--- src/hdl/cell_glyph_tile_renderer_defines.svh ---
// ----------------------------------------------------------------------------
// Cell glyph tile renderer: assertion macros
// Shared property forms for the renderer's embedded checks.
// ----------------------------------------------------------------------------
`ifndef CELL_GLYPH_TILE_RENDERER_DEFINES_SVH
`define CELL_GLYPH_TILE_RENDERER_DEFINES_SVH

// Same-cycle implication, checked on every clock outside reset.
`define CGTR_ASSERT_SAME(label, ante, cons) \
  label: assert property (@(posedge clk_i) disable iff (!rst_ni) (ante) |-> (cons)) \
    else $error("cgtr same-cycle check failed");

// Next-cycle implication, checked on every clock outside reset.
`define CGTR_ASSERT_NEXT(label, ante, cons) \
  label: assert property (@(posedge clk_i) disable iff (!rst_ni) (ante) |=> (cons)) \
    else $error("cgtr next-cycle check failed");

`endif

--- src/hdl/cgtr_pkg.sv ---
// ----------------------------------------------------------------------------
// Cell glyph tile renderer package
// Payload types, register indexes, tile geometry and color constants.
// ----------------------------------------------------------------------------
package cgtr_pkg;

  typedef logic [2:0] tier_t;
  typedef logic [8:0] level_sum_t;

  typedef struct packed {
    logic [7:0] core_value;
    logic [7:0] link_value;
    logic [7:0] delta_value;
    logic [7:0] priority_value;
  } in_t;

  typedef struct packed {
    logic [7:0] red_level;
    logic [7:0] green_level;
    logic [7:0] blue_level;
    logic [2:0] pixel_column;
    logic [2:0] pixel_row;
    logic       last_pixel;
  } out_t;

  typedef enum logic [2:0] {
    RegTileSize = 3'd0,
    RegCoreThr  = 3'd1,
    RegLinkThr  = 3'd2,
    RegDeltaThr = 3'd3,
    RegPrioThr  = 3'd4
  } cfg_idx_e;

  typedef struct packed {
    tier_t r;
    tier_t g;
    tier_t b;
    tier_t a;
  } tiers_t;

  // Per-size mask boundaries; the user must keep them fixed while a tile is out, the block does not enforce it.
  typedef struct packed {
    logic [2:0] last;
    logic [2:0] c0;
    logic [2:0] c1;
    logic [2:0] mlo;
    logic [2:0] mhi;
    logic [2:0] span_lo;
    logic [2:0] span_hi;
    logic       even;
  } geo_t;

  typedef struct packed {
    logic [2:0] x;
    logic [2:0] y;
    logic       last;
    in_t        src;
    tiers_t     tiers;
  } pix_t;

  typedef struct packed {
    logic [2:0] x;
    logic [2:0] y;
    logic       last;
    in_t        src;
    tiers_t     tiers;
    logic       centre;
    logic       cross_on;
    logic       corner;
    logic       border;
  } mask_t;

  typedef struct packed {
    logic [2:0] x;
    logic [2:0] y;
    logic       last;
    level_sum_t r;
    level_sum_t g;
    level_sum_t b;
  } sum_t;

  localparam logic [3:0]  MinTileSize   = 4'd2;
  localparam logic [3:0]  MaxTileSize   = 4'd8;
  localparam logic [3:0]  ResetTileSize = 4'd4;
  localparam logic [23:0] ResetThr      = 24'h602008;
  localparam tier_t       TierNone      = 3'd0;
  localparam tier_t       TierTop       = 3'd4;

  localparam level_sum_t CentreBase  = 9'd40;
  localparam level_sum_t CentreStep  = 9'd40;
  localparam level_sum_t CentreSide  = 9'd8;
  localparam level_sum_t CrossBase   = 9'd30;
  localparam level_sum_t CrossStep   = 9'd35;
  localparam level_sum_t CrossSide   = 9'd6;
  localparam level_sum_t CornerBase  = 9'd35;
  localparam level_sum_t CornerStep  = 9'd35;
  localparam level_sum_t CornerSide  = 9'd6;
  localparam level_sum_t BorderStep  = 9'd10;
  localparam level_sum_t CentreBleed = 9'd24;
  localparam level_sum_t CrossBleed  = 9'd20;
  localparam level_sum_t CornerBleed = 9'd20;
  localparam level_sum_t BorderBleed = 9'd10;
  localparam level_sum_t LevelMax    = 9'd255;

  function automatic tier_t tier_of(logic [7:0] v, logic [23:0] lim);
    tier_t t;
    if (v == 8'd0) begin
      t = TierNone;
    end else if (v <= lim[7:0]) begin
      t = 3'd1;
    end else if (v <= lim[15:8]) begin
      t = 3'd2;
    end else if (v <= lim[23:16]) begin
      t = 3'd3;
    end else begin
      t = TierTop;
    end
    return t;
  endfunction

  function automatic logic [3:0] clamp_size(logic [3:0] s);
    logic [3:0] r;
    if (s < MinTileSize) begin
      r = MinTileSize;
    end else if (s > MaxTileSize) begin
      r = MaxTileSize;
    end else begin
      r = s;
    end
    return r;
  endfunction

  // n / 3 for the legal sizes
  function automatic logic [3:0] third_of(logic [3:0] n);
    logic [3:0] r;
    unique case (n)
      4'd3, 4'd4, 4'd5: r = 4'd1;
      4'd6, 4'd7, 4'd8: r = 4'd2;
      default:          r = 4'd0;
    endcase
    return r;
  endfunction

  function automatic geo_t tile_geom(logic [3:0] n);
    geo_t       g;
    logic [3:0] q;
    logic [3:0] h;
    logic [3:0] s;
    q         = n >> 2;
    h         = n >> 1;
    s         = third_of(n);
    g.last    = 3'(n - 4'd1);
    g.c0      = q[2:0];
    g.c1      = 3'(n - q);
    g.mlo     = 3'(h - 4'd1);
    g.mhi     = h[2:0];
    g.span_lo = s[2:0];
    g.span_hi = 3'(n - s);
    g.even    = ~n[0];
    return g;
  endfunction

endpackage

--- src/hdl/cell_glyph_tile_renderer.sv ---
// ----------------------------------------------------------------------------
// Cell glyph tile renderer
// Turns one four-byte cell into a square tile of clamped RGB pixels.
// ----------------------------------------------------------------------------
// Usage:
//   in channel  : one cell per item (core, link, delta, priority bytes).
//   out channel : one pixel per item, raster order, last_pixel on the final
//                 pixel of the tile.
//   cfg channel : index/data writes, always ready; write only while idle.
// Throughput: a cell produces N*N pixels (N = tile_size, 2..8, 4 at reset,
//   so 16 pixels) and the pixel counter issues one pixel per cycle while
//   the output is not stalled. The next cell is taken in the cycle that issues
//   the last pixel of the current one, so tiles follow each other with no gap.
// Pipeline: from cell accept to the output a pixel passes the counter,
//   coordinate, mask, sum and clamp stages in that order.
// Reset: pipeline empties, tile_size returns to 4 and every threshold
//   register to 8/32/96.
// Stall: when the receiver holds ready low on a valid output item the pipeline
//   freezes; no pixel is dropped or repeated and the output item holds.
// ----------------------------------------------------------------------------
`include "cell_glyph_tile_renderer_defines.svh"

module cell_glyph_tile_renderer
  import cgtr_pkg::*;
(
  input  logic        clk_i,
  input  logic        rst_ni,
  input  logic        in_valid_i,
  output logic        in_ready_o,
  input  in_t         in_data_i,
  output logic        out_valid_o,
  input  logic        out_ready_i,
  output out_t        out_data_o,
  input  logic        cfg_valid_i,
  output logic        cfg_ready_o,
  input  logic [2:0]  cfg_index_i,
  input  logic [23:0] cfg_data_i
);

  // Configuration
  geo_t        geo_q;
  logic [23:0] thr_q [4];

  // Pixel counter stage
  logic        busy_q;
  logic [2:0]  x_q, y_q;
  in_t         cell_q;
  tiers_t      tiers_q;

  // Pipeline stages
  logic        p1_valid_q, p2_valid_q, p3_valid_q, out_valid_q;
  pix_t        p1_q;
  mask_t       p2_q, p2_d;
  sum_t        p3_q, p3_d;
  out_t        out_q, out_d;

  logic        adv;
  logic        gen_last;
  logic        in_take;

  assign cfg_ready_o = 1'b1;
  assign adv         = !out_valid_q || out_ready_i;
  assign gen_last    = (x_q == geo_q.last) && (y_q == geo_q.last);
  assign in_ready_o  = !busy_q || (adv && gen_last);
  assign in_take     = in_valid_i && in_ready_o;

  always_ff @(posedge clk_i or negedge rst_ni) begin
    if (!rst_ni) begin
      geo_q <= tile_geom(ResetTileSize);
      for (int i = 0; i < 4; i++) begin
        thr_q[i] <= ResetThr;
      end
    end else if (cfg_valid_i) begin
      unique case (cfg_idx_e'(cfg_index_i))
        RegTileSize: geo_q    <= tile_geom(clamp_size(cfg_data_i[3:0]));
        RegCoreThr:  thr_q[0] <= cfg_data_i;
        RegLinkThr:  thr_q[1] <= cfg_data_i;
        RegDeltaThr: thr_q[2] <= cfg_data_i;
        RegPrioThr:  thr_q[3] <= cfg_data_i;
        default: ;
      endcase
    end
  end

  // Counter control and valid bits
  always_ff @(posedge clk_i or negedge rst_ni) begin
    if (!rst_ni) begin
      busy_q      <= 1'b0;
      x_q         <= 3'd0;
      y_q         <= 3'd0;
      p1_valid_q  <= 1'b0;
      p2_valid_q  <= 1'b0;
      p3_valid_q  <= 1'b0;
      out_valid_q <= 1'b0;
    end else begin
      if (in_take) begin
        busy_q <= 1'b1;
        x_q    <= 3'd0;
        y_q    <= 3'd0;
      end else if (busy_q && adv) begin
        if (gen_last) begin
          busy_q <= 1'b0;
          x_q    <= 3'd0;
          y_q    <= 3'd0;
        end else if (x_q == geo_q.last) begin
          x_q <= 3'd0;
          y_q <= y_q + 3'd1;
        end else begin
          x_q <= x_q + 3'd1;
        end
      end
      if (adv) begin
        p1_valid_q  <= busy_q;
        p2_valid_q  <= p1_valid_q;
        p3_valid_q  <= p2_valid_q;
        out_valid_q <= p3_valid_q;
      end
    end
  end

  // Payload registers
  always_ff @(posedge clk_i) begin
    if (in_take) begin
      cell_q    <= in_data_i;
      tiers_q.r <= tier_of(in_data_i.core_value, thr_q[0]);
      tiers_q.g <= tier_of(in_data_i.link_value, thr_q[1]);
      tiers_q.b <= tier_of(in_data_i.delta_value, thr_q[2]);
      tiers_q.a <= tier_of(in_data_i.priority_value, thr_q[3]);
    end
    if (adv) begin
      p1_q.x     <= x_q;
      p1_q.y     <= y_q;
      p1_q.last  <= gen_last;
      p1_q.src   <= cell_q;
      p1_q.tiers <= tiers_q;
      p2_q       <= p2_d;
      p3_q       <= p3_d;
      out_q      <= out_d;
    end
  end

  // Mask stage
  always_comb begin
    logic xl, xh, yl, yh;
    p2_d.x        = p1_q.x;
    p2_d.y        = p1_q.y;
    p2_d.last     = p1_q.last;
    p2_d.src      = p1_q.src;
    p2_d.tiers    = p1_q.tiers;
    p2_d.centre   = (p1_q.x >= geo_q.c0) && (p1_q.x < geo_q.c1) &&
                    (p1_q.y >= geo_q.c0) && (p1_q.y < geo_q.c1);
    p2_d.cross_on = (p1_q.x == geo_q.mhi) || (p1_q.y == geo_q.mhi) ||
                    (geo_q.even && ((p1_q.x == geo_q.mlo) || (p1_q.y == geo_q.mlo)));
    xl            = p1_q.x < geo_q.span_lo;
    xh            = p1_q.x >= geo_q.span_hi;
    yl            = p1_q.y < geo_q.span_lo;
    yh            = p1_q.y >= geo_q.span_hi;
    p2_d.corner   = (xl || xh) && (yl || yh);
    p2_d.border   = (p1_q.x == 3'd0) || (p1_q.y == 3'd0) ||
                    (p1_q.x == geo_q.last) || (p1_q.y == geo_q.last);
  end

  // Sum stage
  always_comb begin
    level_sum_t rt, gt, bt, at, glow;
    logic       on_r, on_g, on_b, on_a;
    rt   = 9'(p2_q.tiers.r);
    gt   = 9'(p2_q.tiers.g);
    bt   = 9'(p2_q.tiers.b);
    at   = 9'(p2_q.tiers.a);
    glow = 9'(p2_q.src.priority_value[7:5]);
    on_r = (p2_q.tiers.r != TierNone) && p2_q.centre;
    on_g = (p2_q.tiers.g != TierNone) && p2_q.cross_on;
    on_b = (p2_q.tiers.b != TierNone) && p2_q.corner;
    on_a = (p2_q.tiers.a != TierNone) && p2_q.border;

    p3_d.x    = p2_q.x;
    p3_d.y    = p2_q.y;
    p3_d.last = p2_q.last;
    p3_d.r    = 9'(p2_q.src.core_value[7:4]) + glow;
    p3_d.g    = 9'(p2_q.src.link_value[7:4]) + glow;
    p3_d.b    = 9'(p2_q.src.delta_value[7:4]) + glow;
    if (on_r) begin
      p3_d.r = p3_d.r + CentreBase + 9'(rt * CentreStep);
      p3_d.g = p3_d.g + 9'(rt * CentreSide);
      p3_d.b = p3_d.b + 9'(rt * CentreSide);
    end
    if (on_g) begin
      p3_d.g = p3_d.g + CrossBase + 9'(gt * CrossStep);
      p3_d.r = p3_d.r + 9'(gt * CrossSide);
      p3_d.b = p3_d.b + 9'(gt * CrossSide);
    end
    if (on_b) begin
      p3_d.b = p3_d.b + CornerBase + 9'(bt * CornerStep);
      p3_d.r = p3_d.r + 9'(bt * CornerSide);
      p3_d.g = p3_d.g + 9'(bt * CornerSide);
    end
    if (on_a) begin
      p3_d.r = p3_d.r + 9'(at * BorderStep);
      p3_d.g = p3_d.g + 9'(at * BorderStep);
      p3_d.b = p3_d.b + 9'(at * BorderStep);
    end
    // top tier bleeds outside its own mask
    if ((p2_q.tiers.r == TierTop) && !p2_q.centre)   p3_d.r = p3_d.r + CentreBleed;
    if ((p2_q.tiers.g == TierTop) && !p2_q.cross_on) p3_d.g = p3_d.g + CrossBleed;
    if ((p2_q.tiers.b == TierTop) && !p2_q.corner)   p3_d.b = p3_d.b + CornerBleed;
    if ((p2_q.tiers.a == TierTop) && !p2_q.border) begin
      p3_d.r = p3_d.r + BorderBleed;
      p3_d.g = p3_d.g + BorderBleed;
      p3_d.b = p3_d.b + BorderBleed;
    end
  end

  // Clamp stage
  always_comb begin
    out_d.red_level    = (p3_q.r > LevelMax) ? 8'hFF : p3_q.r[7:0];
    out_d.green_level  = (p3_q.g > LevelMax) ? 8'hFF : p3_q.g[7:0];
    out_d.blue_level   = (p3_q.b > LevelMax) ? 8'hFF : p3_q.b[7:0];
    out_d.pixel_column = p3_q.x;
    out_d.pixel_row    = p3_q.y;
    out_d.last_pixel   = p3_q.last;
  end

  assign out_valid_o = out_valid_q;
  assign out_data_o  = out_q;

  `CGTR_ASSERT_SAME(a_last_on_diagonal, out_valid_o && out_data_o.last_pixel,
                    out_data_o.pixel_column == out_data_o.pixel_row)
  `CGTR_ASSERT_SAME(a_pixel_in_tile, out_valid_o,
                    (out_data_o.pixel_column <= geo_q.last) &&
                    (out_data_o.pixel_row <= geo_q.last))
  `CGTR_ASSERT_NEXT(a_stall_holds_counter, busy_q && !adv && !in_take,
                    $stable(x_q) && $stable(y_q) && busy_q)
  `CGTR_ASSERT_NEXT(a_stall_keeps_pixels, p1_valid_q && !adv, p1_valid_q)

endmodule
--- config.mk ---
export PLATFORM = sky130hd
export DESIGN_NAME = cell_glyph_tile_renderer
export DESIGN_NICKNAME = d
export VERILOG_FILES = /design/src/hdl/cgtr_pkg.sv /design/src/hdl/cell_glyph_tile_renderer.sv
export VERILOG_INCLUDE_DIRS = /design/src /design/src/hdl
export SDC_FILE = /design/constraint.sdc
export NUM_CORES = 1
export LEC_CHECK = 0
export ABC_AREA = 1
export BUFFER_PORTS_ARGS = -buffer_cell sky130_fd_sc_hd__buf_4
export CAP_MARGIN = 20
export CORE_MARGIN = 1.5
export CORE_UTILIZATION = 30
export CTS_CLUSTER_SIZE = 24
export DETAILED_ROUTE_END_ITERATION = 7
export GPL_ROUTABILITY_DRIVEN = 0
export PLACE_DENSITY = 0.46
export REMOVE_ABC_BUFFERS = 1
export SKIP_LAST_GASP = 1
export SLEW_MARGIN = 0
export SYNTH_ARGS = -nofsm -noshare
export SYNTH_HDL_FRONTEND = slang
export SYNTH_SLANG_ARGS = --single-unit
--- constraint.sdc ---
create_clock -name clk_i -period 7.7 [get_ports clk_i]
set_clock_uncertainty 0.1 [all_clocks]
set_input_delay 1.54 -clock clk_i [delete_from_list [all_inputs] [get_ports clk_i]]
set_output_delay 1.54 -clock clk_i [all_outputs]
set_load 0.1 [all_outputs]
After elaboration in Yosys (flattened, before gate mapping)
Cells that the tools add are included.
- flip-flop bits (word level): 343
- input bits: 64
- $add $sub $neg: 30
- $mul: 6
- magnitude comparators: 25
- eq/ne operators: 22
- multiplexer cells: 38
- bitwise gates (word level): 1
- reductions and logical operators: 64
- operator list (operator ; number):
    $mux 27 ; 5
    $le 8x8->1 ; 12
    $mux 3 ; 14
    $add 9x5->9 const B ; 4
    $add 9x6->9 ; 4
    $logic_not 8->1 ; 4
    $add 9x4->9 const B ; 3
    $add 9x7->9 ; 3
    $gt 9x8->1 const B ; 3
    $mux 9 ; 3
    $eq 3x3->1 ; 8
    $add 9x9->9 ; 2
    $mul 3x6->9 const B ; 2
    $reduce_or 3->1 ; 6
    $logic_and 1x1->1 ; 17
    $eq 4x3->1 const B ; 4
    $mux 4 ; 4
    $add 4x3->5 ; 3
    $eq 3x3->1 const B ; 5
    $reduce_bool 3->1 ; 5
    $add 5x6->7 ; 2
    $reduce_and 2->1 ; 7
    $lt 3x3->1 ; 4
    $mul 3x3->6 const B ; 2
    other kinds (25) ; 60

Longest topological paths before layout
- word-level depth: 16
- gate-level depth with buffers: 42
- mapped depth without buffers: 42

Least setup slack after synthesis
No wires, ideal clock.
- path type: in2out
- start point: input out_ready_i
- end point: output in_ready_o
- arrival time: 5419 ps
- data required time: 6060 ps
- slack: 641 ps
- stages on the path: 4
- path buffers: 0
- cells stage by stage: nor2_1 > inv_1 > a21oi_1 > inv_1
- longest elaborated chain between the ends: 3
- ends and longest elaborated chain (what ; RTL line ; text):
    start, declared ; cell_glyph_tile_renderer.sv:32 ; input logic out_ready_i,
    $logic_or 1x1->1 ; cell_glyph_tile_renderer.sv:62 ; assign adv = !out_valid_q || out_ready_i;
    named net adv ; cell_glyph_tile_renderer.sv:57 ; logic adv;
    $logic_and 1x1->1 ; cell_glyph_tile_renderer.sv:64 ; assign in_ready_o = !busy_q || (adv && gen_last);
    $logic_or 1x1->1 ; cell_glyph_tile_renderer.sv:64 ;
    end, declared ; cell_glyph_tile_renderer.sv:29 ; output logic in_ready_o,
The timed path passes the listed nets, and every way through them passes these cells.

==> impl_metrics.py <==
metrics = {
    "logic_synthesis": {
        "synth_area_leader_cell": "edfxtp_1",
        "ys.warnings.count": 0,
        "ys_top_cells_by_area": "edfxtp_1 (26%), ha_1 (15%), dfrtp_1 (13%)",
        "synth-async-reset-ratio": 0.431,
        "synthAdderAreaFrac": 0.175,
        "synth_xor_area_frac": 0.0322,
        "synth_mux_area_frac": 0,
        "ys_types": 64,
        "synth_top_family_by_area": "simple AND/OR/NAND/NOR gates",
        "syn_area_um2": 19100,
        "synth_compound_area_frac": 0.0960,
        "avgSynthCellArea_um2": 8.98,
        "synthSimpleGateAreaFrac": 0.200,
        "synth_seq_cells": 288,
        "ys.flop_type": "edfxtp_1",
        "syn_inst": 2124,
        "synth_top_area_share": 0.258,
        "ys_seq_area_frac": 0.423,
        "synth_edf_count": 164,
    },
    "worst_setup_path": {
        "cp.required_ns": 7.90,
        "start_kind": "flip-flop",
        "cp_max_fo": 5,
        "reg2regPathDepth": 40,
        "endpoint_kind": "flip-flop",
        "worstPathArrival_ns": 6.68,
        "slowest_stage": "edfxtp_1",
        "slowest_delay_ns": 0.44,
        "critPathKind": "reg -> reg",
        "crit_path_frequent_cell": "nand2_1",
    },
    "detailed_routing": {
        "firstDrtPassIters": 5,
        "wl_um": 44100,
        "vias_per_cell": 4.51,
        "vias": 14000,
        "antenna_left": 0,
        "drt_iter0_markers": 649,
        "wl_per_cell_um": 14.2,
        "drc_errors": 0,
    },
    "flow_run": {
        "maxCapViolCount": 0,
    },
    "global_route": {
        "grt_pass1_wl_um": 71800,
        "grtUsageTotal": 0.140,
        "grt_pass1_vias": 13900,
        "antenna_found_initial": 0,
        "grt.overflow.total": 0,
        "grt_start_max_net_pins": 77,
    },
    "cts": {
        "cts_max_level": 2,
        "cts_buffers": 35,
        "clkSinkCount": 288,
        "cts-root-buf": "clkbuf_16",
        "clkLatencyLatePin_ns": 0.56,
        "ctsResizeCount": 0,
        "postCtsHoldBufs": 0,
        "path_clk_slew_ns": 0.06,
        "post_cts_buffers": 0,
        "clock_path_buffers": 3,
        "cts_tree": "built",
    },
    "timing": {
        "setup_tns_ns": 0,
        "fin_crit_ns": 6.48,
        "rsz0062_at_grt": "false",
        "post-route-period-util": 0.842,
        "max_freq_ghz": 0.154,
        "relSlewSlack": 0.380,
        "worstMarginPinSlew_ns": 0.929,
        "hold_viol": 0,
        "drv_slew": 0,
        "setup_viol_count_final": 0,
    },
    "floorplanning": {
        "num_io_pins": 98,
        "die_w_um": 255,
        "start_util": 0.303,
        "die_area_um2": 65100,
        "rows": 92,
        "fp.dieH_um": 255,
        "core_area_um2": 63000,
    },
    "placement": {
        "place.detailed.hpwl_um": 34500,
        "io_buffers": 96,
    },
    "cells_and_area": {
        "fill_cells": 6557,
        "multi_input_area_um2": 9610,
        "drive_above_1_share": 0.142,
        "layout_commonest_cell": "nand2_1",
        "layout_common_cells": "nand2_1 (495), inv_1 (297), ha_1 (232)",
        "register_area_um2": 8060,
        "area_growth_syn_to_layout_pct": 15.1,
        "nets": 2542,
        "diodes": 0,
    },
    "run_status": {
        "status": "finished, final reports clean",
    },
    "worst_hold_path": {
        "hold_path.class": "reg -> reg",
        "whs_path_depth": 0,
    },
}
[metrics by stage]
stage	setup slack [ns]	hold slack (ns)	utilization	instances	area [um^2]
6_report	1.22	0.310	0.349	3097	22000
3_5_place_dp	1.26	0.305	0.329	3033	20700
4_1_cts	1.22	0.304	0.349	3097	22000
2_1_floorplan	0.641	0.300	-	2083	18800
5_1_grt	0.717	0.320	0.349	3097	22000
3_3_place_gp	1.37	0.302	0.329	3033	20700
[cell usage after synthesis (6+ instances only)]
master,number
dfrtp_1,99
a21oi_2,6
nor4_1,11
nand3_2,17
nor2_2,8
xnor2_1,29
o21ai_1,8
inv_1,298
nand4_1,17
fa_1,22
xor2_1,41
or2_2,39
inv_2,12
a211oi_1,15
ha_1,232
edfxtp_1,164
nand3_1,104
nand2_1,495
o21ai_2,9
buf_6,6
o21ai_0,150
clkbuf_1,27
a21oi_1,95
dfstp_2,25
nand3b_1,9
nor2_1,90
nand2_2,27
[cell type report]
cell class / count / area share
timing repair buffer: 104 / 0.0356
multi-input combinational: 1482 / 0.438
tap: 846 / 0.0482
clock inverter: 22 / 0.0160
clock buffer: 42 / 0.0416
inverter: 313 / 0.0539
sequential: 288 / 0.367
[flip-flops by register name, summed over array words and instances, names as in the netlist]
name / cells
out_valid_o: 1
p3_valid_q: 1
p1_valid_q: 1
cell_q: 15
p2_valid_q: 1
out_data_o: 31
out_d: 7
p3_q: 27
y_q: 3
busy_q: 1
geo_q: 17
thr_q: 96
tiers_q: 12
p1_q: 34
x_q: 3
p2_q: 38
[critical path: cells and delay by family (launching register included)]
kind / cells / cell delay [ns]
compound gates: 3 / 0.45
simple gates: 22 / 2.41
buf+inv: 7 / 0.40
fa+ha+maj: 8 / 2.43
flops: 1 / 0.44
[path summary, 6_finish.rpt]
path                              endpoint  startpoint  slack, ns
worst max-delay path              p3_q[16]    p2_q[23]       1.22
worst min-delay path               p1_q[1]  tiers_q[1]       0.31
worst max register to register    p3_q[16]    p2_q[23]       1.22
worst min register to register     p1_q[1]  tiers_q[1]       0.31
max in group asynchronous        thr_q[36]      rst_ni       5.11
min in group asynchronous       p1_valid_q      rst_ni       0.94
[metal layers]
layer  share of wire  GRT usage  vias to the layer above
li1                -          -                     7235
met5               0          0                        -
met4           0.017     0.0328                        0
met2            0.48      0.243                      198
met1            0.47      0.182                     6487
met3           0.031     0.0209                       52
[kinds of logic (layout without fill, tap and decap cells)]
group	count (synthesis)	in the layout
flip-flops	288	288
buffers and inverters	354	481
AND/OR/NAND/NOR	841	841
XOR/XNOR	70	70
adder cells (fa/ha/maj)	254	254
other	1	1
AO/OA/AOI/OAI	316	316
Power is left out: the tool's default activity adds up to more than one toggle a clock period on the data nets, which glitch-free logic cannot reach.
